### config.mk
export PLATFORM = sky130hd
export DESIGN_NAME = k_nearest_point_select_flat
export DESIGN_NICKNAME = d
export VERILOG_FILES = /design/src/hdl/knps_pkg.sv /design/src/hdl/knps_stream_if.sv /design/src/hdl/knps_distance.sv /design/src/hdl/knps_insert.sv /design/src/hdl/knps_drain.sv /design/src/hdl/k_nearest_point_select.sv /design/src/flat_wrapper.sv
export VERILOG_INCLUDE_DIRS = /design/src /design/src/hdl
export SDC_FILE = /design/constraint.sdc
export NUM_CORES = 1
export LEC_CHECK = 0
export ABC_CLOCK_PERIOD_IN_PS = 11300
export BUFFER_PORTS_ARGS = -buffer_cell sky130_fd_sc_hd__buf_2
export CAP_MARGIN = 20
export CORE_ASPECT_RATIO = 1.2
export CORE_MARGIN = 2
export CORE_UTILIZATION = 35
export DETAILED_ROUTE_END_ITERATION = 7
export MAX_ROUTING_LAYER = met4
export PLACE_DENSITY = 0.5
export SKIP_CTS_REPAIR_TIMING = 1
export SLEW_MARGIN = 20
export SYNTH_ARGS = -nofsm -noshare
export SYNTH_HDL_FRONTEND = slang
export SYNTH_HIERARCHICAL = 1
export SYNTH_SLANG_ARGS = --single-unit
### constraint.sdc
create_clock -name clock -period 11.3 [get_ports clock]
set_input_delay 1.13 -clock clock [delete_from_list [all_inputs] [get_ports clock]]
set_output_delay 1.13 -clock clock [all_outputs]
set_load 0.05 [all_outputs]
### src/hdl/assert_macros.svh
// assert_macros.svh: concurrent assertion shorthands for the knps RTL.
// No dependencies; taken in by `include where a module asserts.
`ifndef ASSERT_MACROS_SVH
`define ASSERT_MACROS_SVH

// property holds at every edge outside reset
`define KNPS_ASSERT_ALWAYS(label, clk, rst, prop, msg) \
   label: assert property (@(posedge clk) disable iff (rst) (prop)) else $error(msg);

// same-cycle implication
`define KNPS_ASSERT_IMPLY(label, clk, rst, ante, cons, msg) \
   label: assert property (@(posedge clk) disable iff (rst) (ante) |-> (cons)) else $error(msg);

// next-cycle implication
`define KNPS_ASSERT_NEXT(label, clk, rst, ante, cons, msg) \
   label: assert property (@(posedge clk) disable iff (rst) (ante) |=> (cons)) else $error(msg);

`endif

### src/hdl/knps_pkg.sv
// knps_pkg: widths, beat types and defaults shared by the k-nearest point select.
// No dependencies.
`default_nettype none

package knps_pkg;

   localparam int NEAREST_COUNT_DEFAULT = 4;
   localparam int COORD_W  = 16;
   localparam int SQUARE_W = 2 * COORD_W;
   localparam int DIST_W   = 34;
   localparam int RANK_W   = 2;

   typedef logic [COORD_W-1:0] coord_type;
   typedef logic [DIST_W-1:0]  dist_type;

   typedef struct packed {
      coord_type point_x;
      coord_type point_y;
      coord_type center_x;
      coord_type center_y;
      logic      set_end;
   } req_beat_type;

   typedef struct packed {
      coord_type         near_x;
      coord_type         near_y;
      logic [RANK_W-1:0] rank;
      logic              run_last;
   } rsp_beat_type;

   typedef struct packed {
      coord_type x;
      coord_type y;
   } point_type;

   // candidate leaving the distance pipe
   typedef struct packed {
      point_type pt;
      dist_type  sq_dist;
      logic      set_end;
   } cand_type;

endpackage

`default_nettype wire

### src/hdl/knps_stream_if.sv
// knps_stream_if: valid/ready channel carrying one beat of a given payload type.
// No dependencies; the payload type is bound where the channel is declared.
`default_nettype none

interface knps_stream_if #(
   parameter type payload_type = logic
);
   logic        valid;
   logic        ready;
   payload_type payload;

   modport source (output valid, output payload, input ready);
   modport sink   (input valid, input payload, output ready);
endinterface

`default_nettype wire

### src/hdl/knps_distance.sv
// knps_distance: input register, abs difference and squares, then squared distance.
// Depends on knps_pkg.
`default_nettype none

module knps_distance (
   input  logic                  clock,
   input  logic                  reset,
   input  logic                  advance,
   input  logic                  in_valid,
   input  knps_pkg::req_beat_type in_beat,
   output logic                  out_valid,
   output knps_pkg::cand_type    out_cand
);
   import knps_pkg::*;

   logic         a_valid_ff, a_valid_in;
   req_beat_type a_beat_ff;

   logic                b_valid_ff, b_valid_in;
   point_type           b_pt_ff;
   logic                b_end_ff;
   logic [SQUARE_W-1:0] b_sqx_ff, b_sqy_ff, b_sqx_in, b_sqy_in;

   logic      c_valid_ff, c_valid_in;
   cand_type  c_cand_ff, c_cand_in;

   coord_type         dx, dy;
   logic [SQUARE_W:0] sum;

   always_comb begin
      dx = (a_beat_ff.point_x >= a_beat_ff.center_x) ? a_beat_ff.point_x - a_beat_ff.center_x
                                                      : a_beat_ff.center_x - a_beat_ff.point_x;
      dy = (a_beat_ff.point_y >= a_beat_ff.center_y) ? a_beat_ff.point_y - a_beat_ff.center_y
                                                      : a_beat_ff.center_y - a_beat_ff.point_y;
      b_sqx_in = SQUARE_W'(dx) * SQUARE_W'(dx);
      b_sqy_in = SQUARE_W'(dy) * SQUARE_W'(dy);

      sum = {1'b0, b_sqx_ff} + {1'b0, b_sqy_ff};
      c_cand_in.pt      = b_pt_ff;
      c_cand_in.sq_dist = DIST_W'(sum);
      c_cand_in.set_end = b_end_ff;

      a_valid_in = in_valid;
      b_valid_in = a_valid_ff;
      c_valid_in = b_valid_ff;
   end

   always_ff @(posedge clock) begin
      if (reset) begin
         a_valid_ff <= 1'b0;
         b_valid_ff <= 1'b0;
         c_valid_ff <= 1'b0;
      end else if (advance) begin
         a_valid_ff <= a_valid_in;
         b_valid_ff <= b_valid_in;
         c_valid_ff <= c_valid_in;
      end
   end

   always_ff @(posedge clock) begin
      if (advance) begin
         a_beat_ff  <= in_beat;
         b_pt_ff.x  <= a_beat_ff.point_x;
         b_pt_ff.y  <= a_beat_ff.point_y;
         b_end_ff   <= a_beat_ff.set_end;
         b_sqx_ff   <= b_sqx_in;
         b_sqy_ff   <= b_sqy_in;
         c_cand_ff  <= c_cand_in;
      end
   end

   assign out_valid = c_valid_ff;
   assign out_cand  = c_cand_ff;

endmodule

`default_nettype wire

### src/hdl/knps_insert.sv
// knps_insert: sorted list of the nearest points, parallel compare and insert.
// Depends on knps_pkg and assert_macros.svh.
`default_nettype none
`include "assert_macros.svh"

module knps_insert #(
   parameter int NEAREST_COUNT = knps_pkg::NEAREST_COUNT_DEFAULT,
   localparam int CNT_W = $clog2(NEAREST_COUNT + 1)
) (
   input  logic                 clock,
   input  logic                 reset,
   input  logic                 commit,
   input  knps_pkg::cand_type   cand,
   output logic                 load,
   output logic [CNT_W-1:0]     load_n,
   output knps_pkg::point_type  load_pts [NEAREST_COUNT]
);
   import knps_pkg::*;

   localparam int K = NEAREST_COUNT;

   point_type        pts_ff  [K];
   point_type        pts_in  [K];
   dist_type         dist_ff [K];
   dist_type         dist_in [K];
   logic [CNT_W-1:0] count_ff, count_in, count_inc;

   logic [K-1:0] le;       // kept entry is no farther than the candidate
   logic [K-1:0] prev_le;

   always_comb begin
      for (int i = 0; i < K; i++) begin
         le[i] = (CNT_W'(i) < count_ff) && (dist_ff[i] <= cand.sq_dist);
      end
      prev_le = K'({le, 1'b1});

      // le is a thermometer: keep the head, drop the candidate at the first
      // farther slot, shift the tail down by one
      pts_in[0]  = le[0] ? pts_ff[0]  : cand.pt;
      dist_in[0] = le[0] ? dist_ff[0] : cand.sq_dist;
      for (int i = 1; i < K; i++) begin
         if (le[i]) begin
            pts_in[i]  = pts_ff[i];
            dist_in[i] = dist_ff[i];
         end else if (prev_le[i]) begin
            pts_in[i]  = cand.pt;
            dist_in[i] = cand.sq_dist;
         end else begin
            pts_in[i]  = pts_ff[i-1];
            dist_in[i] = dist_ff[i-1];
         end
      end

      // a full list either drops the candidate or its last entry
      count_inc = (count_ff != CNT_W'(K)) ? count_ff + CNT_W'(1) : count_ff;
      count_in  = count_ff;
      if (commit) begin
         count_in = cand.set_end ? '0 : count_inc;
      end
   end

   always_ff @(posedge clock) begin
      if (reset) begin
         count_ff <= '0;
      end else begin
         count_ff <= count_in;
      end
   end

   always_ff @(posedge clock) begin
      if (commit) begin
         pts_ff  <= pts_in;
         dist_ff <= dist_in;
      end
   end

   assign load     = commit && cand.set_end;
   assign load_n   = count_inc;
   assign load_pts = pts_in;

   `KNPS_ASSERT_ALWAYS(a_count_bound, clock, reset, count_ff <= CNT_W'(K), "kept count above K")
   `KNPS_ASSERT_NEXT(a_flush_clears, clock, reset, load, count_ff == '0, "list kept after set end")
   `KNPS_ASSERT_IMPLY(a_load_nonempty, clock, reset, load, load_n != '0, "set end with empty run")

endmodule

`default_nettype wire

### src/hdl/knps_drain.sv
// knps_drain: holds a finished run and sends it nearest first, one beat per cycle while rsp_chan is ready.
// Depends on knps_pkg, knps_stream_if and assert_macros.svh.
`default_nettype none
`include "assert_macros.svh"

module knps_drain #(
   parameter int NEAREST_COUNT = knps_pkg::NEAREST_COUNT_DEFAULT,
   localparam int CNT_W = $clog2(NEAREST_COUNT + 1)
) (
   input  logic                 clock,
   input  logic                 reset,
   input  logic                 load,
   input  logic [CNT_W-1:0]     load_n,
   input  knps_pkg::point_type  load_pts [NEAREST_COUNT],
   output logic                 busy,
   knps_stream_if.source        rsp_chan
);
   import knps_pkg::*;

   localparam int K     = NEAREST_COUNT;
   localparam int IDX_W = (K > 1) ? $clog2(K) : 1;

   point_type        hold_ff [K];
   logic [CNT_W-1:0] n_ff, n_in;
   logic [IDX_W-1:0] idx_ff, idx_in;
   logic             fire, last;
   rsp_beat_type     beat;

   always_comb begin
      last = (CNT_W'(idx_ff) + CNT_W'(1)) == n_ff;
      fire = rsp_chan.valid && rsp_chan.ready;

      n_in   = n_ff;
      idx_in = idx_ff;
      if (load) begin
         n_in   = load_n;
         idx_in = '0;
      end else if (fire) begin
         if (last) begin
            n_in   = '0;
            idx_in = '0;
         end else begin
            idx_in = idx_ff + IDX_W'(1);
         end
      end

      beat.near_x   = hold_ff[idx_ff].x;
      beat.near_y   = hold_ff[idx_ff].y;
      beat.rank     = RANK_W'(idx_ff);
      beat.run_last = last;
   end

   always_ff @(posedge clock) begin
      if (reset) begin
         n_ff   <= '0;
         idx_ff <= '0;
      end else begin
         n_ff   <= n_in;
         idx_ff <= idx_in;
      end
   end

   always_ff @(posedge clock) begin
      if (load) begin
         hold_ff <= load_pts;
      end
   end

   assign busy             = n_ff != '0;
   assign rsp_chan.valid   = busy;
   assign rsp_chan.payload = beat;

   `KNPS_ASSERT_IMPLY(a_load_idle, clock, reset, load, n_ff == '0, "run loaded over a busy buffer")
   `KNPS_ASSERT_NEXT(a_last_empties, clock, reset, fire && last, n_ff == '0, "buffer busy after last beat")
   `KNPS_ASSERT_IMPLY(a_idx_range, clock, reset, busy, CNT_W'(idx_ff) < n_ff, "read index past run")
   `KNPS_ASSERT_IMPLY(a_load_bound, clock, reset, load, load_n <= CNT_W'(K), "run longer than K")

endmodule

`default_nettype wire

### src/hdl/k_nearest_point_select.sv
// k_nearest_point_select: top level, distance pipe, sorted list and output buffer.
// Depends on knps_pkg, knps_stream_if, knps_distance, knps_insert, knps_drain.
`default_nettype none

// Takes one point per cycle on req_chan and keeps the NEAREST_COUNT points
// nearest to the center (squared distance, ties in arrival order). A point
// passes the input, square and sum registers into the sorted list, waiting
// while the pipe is held. On a point marking set end, the list including it
// is moved into an output buffer and sent on rsp_chan nearest first, one beat
// per cycle while rsp_chan is ready, run_last on the final beat; the list
// restarts empty for the next set. Input is taken every cycle; the only stall
// is a set end reaching the list while the buffer sends the previous run,
// holding req_chan.ready low until it is out (at most NEAREST_COUNT beats).
module k_nearest_point_select #(
   parameter int NEAREST_COUNT = knps_pkg::NEAREST_COUNT_DEFAULT
) (
   input logic           clock,
   input logic           reset,
   knps_stream_if.sink   req_chan,
   knps_stream_if.source rsp_chan
);
   import knps_pkg::*;

   localparam int CNT_W = $clog2(NEAREST_COUNT + 1);

   logic             advance;
   logic             cand_valid;
   cand_type         cand;
   logic             commit;
   logic             load;
   logic [CNT_W-1:0] load_n;
   point_type        load_pts [NEAREST_COUNT];
   logic             drain_busy;

   assign advance        = !(cand_valid && cand.set_end && drain_busy);
   assign commit         = cand_valid && advance;
   assign req_chan.ready = advance;

   knps_distance u_distance (
      .clock     (clock),
      .reset     (reset),
      .advance   (advance),
      .in_valid  (req_chan.valid),
      .in_beat   (req_chan.payload),
      .out_valid (cand_valid),
      .out_cand  (cand)
   );

   knps_insert #(
      .NEAREST_COUNT (NEAREST_COUNT)
   ) u_insert (
      .clock    (clock),
      .reset    (reset),
      .commit   (commit),
      .cand     (cand),
      .load     (load),
      .load_n   (load_n),
      .load_pts (load_pts)
   );

   knps_drain #(
      .NEAREST_COUNT (NEAREST_COUNT)
   ) u_drain (
      .clock    (clock),
      .reset    (reset),
      .load     (load),
      .load_n   (load_n),
      .load_pts (load_pts),
      .busy     (drain_busy),
      .rsp_chan (rsp_chan)
   );

endmodule

`default_nettype wire
### src/flat_wrapper.sv
// flat-port wrapper written by rule: the top's interface ports become plain ports
module k_nearest_point_select_flat import knps_pkg::*;
#(
   parameter int NEAREST_COUNT = knps_pkg::NEAREST_COUNT_DEFAULT
)
  (clock, reset, req_chan_valid, req_chan_payload, req_chan_ready, rsp_chan_valid, rsp_chan_payload, rsp_chan_ready);
  knps_stream_if req_chan_i ();
  knps_stream_if rsp_chan_i ();
  input logic clock;
  input logic reset;
  input wire logic [$bits(req_chan_i.valid)-1:0] req_chan_valid;
  input wire logic [$bits(req_chan_i.payload)-1:0] req_chan_payload;
  output wire logic [$bits(req_chan_i.ready)-1:0] req_chan_ready;
  output wire logic [$bits(rsp_chan_i.valid)-1:0] rsp_chan_valid;
  output wire logic [$bits(rsp_chan_i.payload)-1:0] rsp_chan_payload;
  input wire logic [$bits(rsp_chan_i.ready)-1:0] rsp_chan_ready;
  assign req_chan_i.valid = req_chan_valid;
  assign req_chan_i.payload = req_chan_payload;
  assign req_chan_ready = req_chan_i.ready;
  assign rsp_chan_valid = rsp_chan_i.valid;
  assign rsp_chan_payload = rsp_chan_i.payload;
  assign rsp_chan_i.ready = rsp_chan_ready;
  k_nearest_point_select #(.NEAREST_COUNT(NEAREST_COUNT)) u_core (.clock(clock), .reset(reset), .req_chan(req_chan_i), .rsp_chan(rsp_chan_i));
endmodule
* Word level (Yosys, flattened, before mapping)
Index checks and enable logic that the tools add are counted.
** Word-level totals
- Bits in registers :: 14
- Input bits :: 5
- Output and inout port bits :: 3
- Word-level logic and storage cells :: 31
** Operators by class
- Add/sub/neg operators :: 3
- Eq/ne operators :: 2
- Mux-type cells :: 6
- Reductions and logical operators :: 11
** Operators by type and width (number)
- 3-bit two-way mux :: 5
- 1-bit logical AND :: 5
- 2-bit nonzero test :: 2
- 2-bit by 1-bit adder with 3-bit output, second input constant :: 1
- 3-bit by 1-bit adder with 3-bit output, second input constant :: 1
- 3-bit equality test :: 1
- 3-bit inequality test, second input constant :: 1
- 3-bit nonzero test :: 1
- 2-bit by 1-bit adder with 2-bit output, second input constant :: 1
- 2-bit two-way mux :: 1
- 2-bit AND reduction :: 1
- 2-bit OR reduction :: 1
- 1-bit logical NOT :: 1

* Logic depth before layout (Yosys ltp)
- Word-level depth :: 7
- Mapped depth :: 6
- Depth with buffers taken out :: 6

* By module
Netlist, hierarchy kept.
** Modules (own cells, without submodules)
- knps_distance :: instances 1, cells an instance 2455, area an instance 25376.8 um2, seq. area each 6846.6 um2
- knps_insert :: instances 1, cells an instance 1280, area an instance 15242.1 um2, seq. area each 7987.7 um2
- knps_drain :: instances 1, cells an instance 31, area an instance 280.3 um2, seq. area each 100.1 um2
- k_nearest_point_select :: instances 1, cells an instance 3, area an instance 20.0 um2, seq. area each 0.0 um2

* Worst setup path before layout
No wires, ideal clock.
- Kind :: reg-to-reg
- Start :: register u_core/u_distance/a_beat_ff[33] (netlist name)
- End :: register u_core/u_distance/b_sqy_ff[30] (netlist name)
- Library setup time :: 0.260 ns
- Arrival time :: 8.564 ns
- Data required time :: 11.040 ns
- Path slack :: 2.477 ns
- Stages on the path, launching flop included :: 39
- Path buffers :: 1
- Period minus slack after synthesis :: 8.823 ns
- Cell sequence :: edfxtp_1 inv_1 ha_1 inv_1 fa_1 a21oi_2 o22ai_1 o21ai_2 a2bb2oi_2 o31ai_4 mux2_2 o21ai_1 a31oi_1 xor2_1 buf_2 nor2_1 fa_1 inv_1 [... 3 more ...] inv_1 fa_1 inv_1 fa_1 inv_1 fa_1 inv_1 ha_1 a21o_1 a21oi_1 o21bai_1 a22o_1 a31o_2 o311ai_1 o21ai_1 a221o_1 a221oi_2 xnor2_1

* Worst setup path after layout
- Start :: register u_core.u_drain.n_ff[1]
- End :: output req_chan_ready
** Between the ends
- Cells in the longest elaborated chain, start to end :: 3
** Ends and longest elaborated chain
- start: declaration :: RTL line knps_drain.sv:24 : logic [CNT_W-1:0] n_ff, n_in;
- start signal: assignment :: RTL line knps_drain.sv:58 : n_ff <= n_in;
- 3-bit nonzero test :: RTL line knps_drain.sv:69 : assign busy = n_ff != '0;
- 1-bit logical AND :: RTL line k_nearest_point_select.sv:35 : assign advance = !(cand_valid && cand.set_end && drain_busy);
- 1-bit logical NOT :: RTL line k_nearest_point_select.sv:35
- end: declaration :: RTL line flat_wrapper.sv:13 : output wire logic [$bits(req_chan_i.ready)-1:0] req_chan_ready;
No other way between the ends.

==> results.md <==
* Number of cell rows at 17
* Worst-path fanout max at 7
* Setup TNS at 0 ps
* Max-slew headroom at 0.702
* Reg clk slew, reported paths at 90 ps
* Die Ht at 51.7 um
* PortBufs at 7
* Die Area at between 2000 and 2500 um^2
* Share of cells above drive strength 1 at 0.165
* DP HPWL at 823 um
* Tcrit/Tclk final at 0.250
* Total wire length at 1110 um
* Net Sw Frac at 0.238
* Die width at 43.8 um
* Combinational share of power at 0.057
* # setup viols final at 0
* WL/cell at approximately 11 um
* Core ar. at between 1500 and 2000 um^2
* Final instance area at 738 um^2
* Post-route ant nets at 0
* Vias at 495
* Mapped cell area at 664 um^2
* Largest stage delay, worst path at between 400 and 500 ps
* RSZ-0062 raised after global routing: no
* Clock power share at 0.338
* H-tree depth at 1
* Worst path cell trace: or3_1 -> nand3_1 -> buf_2
* Sink Count at 14
* Residual DRC count at 0
* Total of max-cap violations at 0
* Leakage at 0.000315 uW
* Worst Path Arrival at 1700 ps
* Crit path launch type: flip-flop
* Syn Nets at 78
* Sw Pwr at 20.9 uW
* Critical Path RT at 10170 ps
* Final Slew Violations at 0
* Vias per inst at slightly above 5
* Nets at slightly below 90
* Avg Inst Size Synth at 9.49 um^2
* Hold/Removal Path Class: reg2reg
* # IOs at 8
* Cell Pwr Density at 119 nW/um^2
* CTS tree: yes
* Least-Margin Pin Slew at 443 ps
* Initial antenna violation count at 0
* CP endpoint kind: output port
* Pre-antenna DRT Iters at 4
* Commonest non-fill, non-tap cell in the layout: nor2_1
* Initial Util at 0.367
* Gr ovfl total at 0
* Clock root buffer: clkbuf_4
* Seq pwr share at 0.605
* Layout Utilization at 0.408
* Largest net degree at the start of global routing at 14
* Achievable Freq at 354 MHz
* DR iter-0 viols at 7
* Final Skew at 1.67 ps
* Clock Tree Buf Depth at 2
* Internal at 66.9 uW
* Worst skew pair latency at about 280 ps
* Placed cell areas at 712 um^2
* Total CTS buffers at 3
* Synth warnings at 6
* First-pass GRT wire length at between 1500 and 2000 um
* Vias in the first global route at 453
* GRT Overall Usage at 0.120
* Status: complete, no violations
* Placer's final routability congestion estimate at 0.808
* Synth Instances at 70
* Crit path max-delay cell type: or3_1
* VDD IR-drop max at 67.0 uV
* Commonest cells after routing, fill and taps aside: 12 x nor2_1, 11 x dfxtp_1, 7 x buf_2, 7 x nand2_1, 5 x inv_1
* Crit path kind: reg2out
* Area delta synth->final at 11.1%
* Minimum clock period at 2830 ps
* Final Hold Vio Count at 0
* # diodes at 0
## metal layers
metal  part of all wire  track usage
met2               0.45        0.179
met4              0.018       0.0909
met1               0.49        0.137
met5                  0            -
met3              0.034       0.0313
## worst paths after layout
kind,start,end,slack (ps),depth (start not counted)
hold / removal,u_core/u_distance/b_end_ff,u_core/u_distance/out_cand[0],430,0
hold reg to reg,u_core/u_distance/b_end_ff,u_core/u_distance/out_cand[0],430,0
setup / recovery,u_core/u_drain/n_ff[1],req_chan_ready,8470,3
setup reg to reg,u_core/u_drain/n_ff[1],u_core/u_drain/n_ff[2],9640,6
## final cells by class
| class | instances | area, um^2 |
|---|---|---|
| clock buffers | 3 | 22.5 |
| clock inverters | 1 | 3.75 |
| fillers | 189 | 1070 |
| inverters | 5 | 18.8 |
| multi-input cells | 49 | 324 |
| flip-flops and latches | 14 | 310 |
| well taps | 19 | 23.8 |
| repair buffers | 7 | 35.0 |
## critical path, delay by kind of cell, from the launching register on
| family | cells | cell delay (ps) |
|---|---|---|
| buf+inv | 1 | 330 |
| flops | 1 | 350 |
| simple gates | 2 | 740 |
## state kept, by name (all words and copies together), names as in the netlist
name / count
u_core/u_drain/idx_ff: 2
u_core/u_distance/b_valid_ff: 1
u_core/u_insert/count_ff: 3
u_core/u_distance/out_cand: 1
u_core/u_distance/a_beat_ff: 1
u_core/u_distance/a_valid_ff: 1
u_core/u_distance/b_end_ff: 1
u_core/u_drain/n_ff: 3
u_core/u_distance/out_valid: 1
## power by group through the flow
stage / registers [uW] / logic, uW / clock network, uW
final: 53.1 / 5.04 / 29.7
after CTS: 53.1 / 5.13 / 30.6
after floorplan: 54.0 / 3.35 / 0
after detailed placement: 54.3 / 5.10 / 0
after global routing: 53.3 / 5.60 / 33.4
after global placement: 54.2 / 5.12 / 0
## through the flow
step | worst slack [ps] | hold WS (ps) | cells | total power (uW)
floorplan | 8630 | 400 | 70 | 57.3
global placement | 8760 | 407 | 94 | 59.3
detailed placement | 8780 | 407 | 94 | 59.4
CTS | 8450 | 428 | 98 | 88.8
global route | 8380 | 440 | 98 | 92.2
finish | 8470 | 427 | 98 | 87.8
Note: power is estimated with default switching activity, not from simulation.
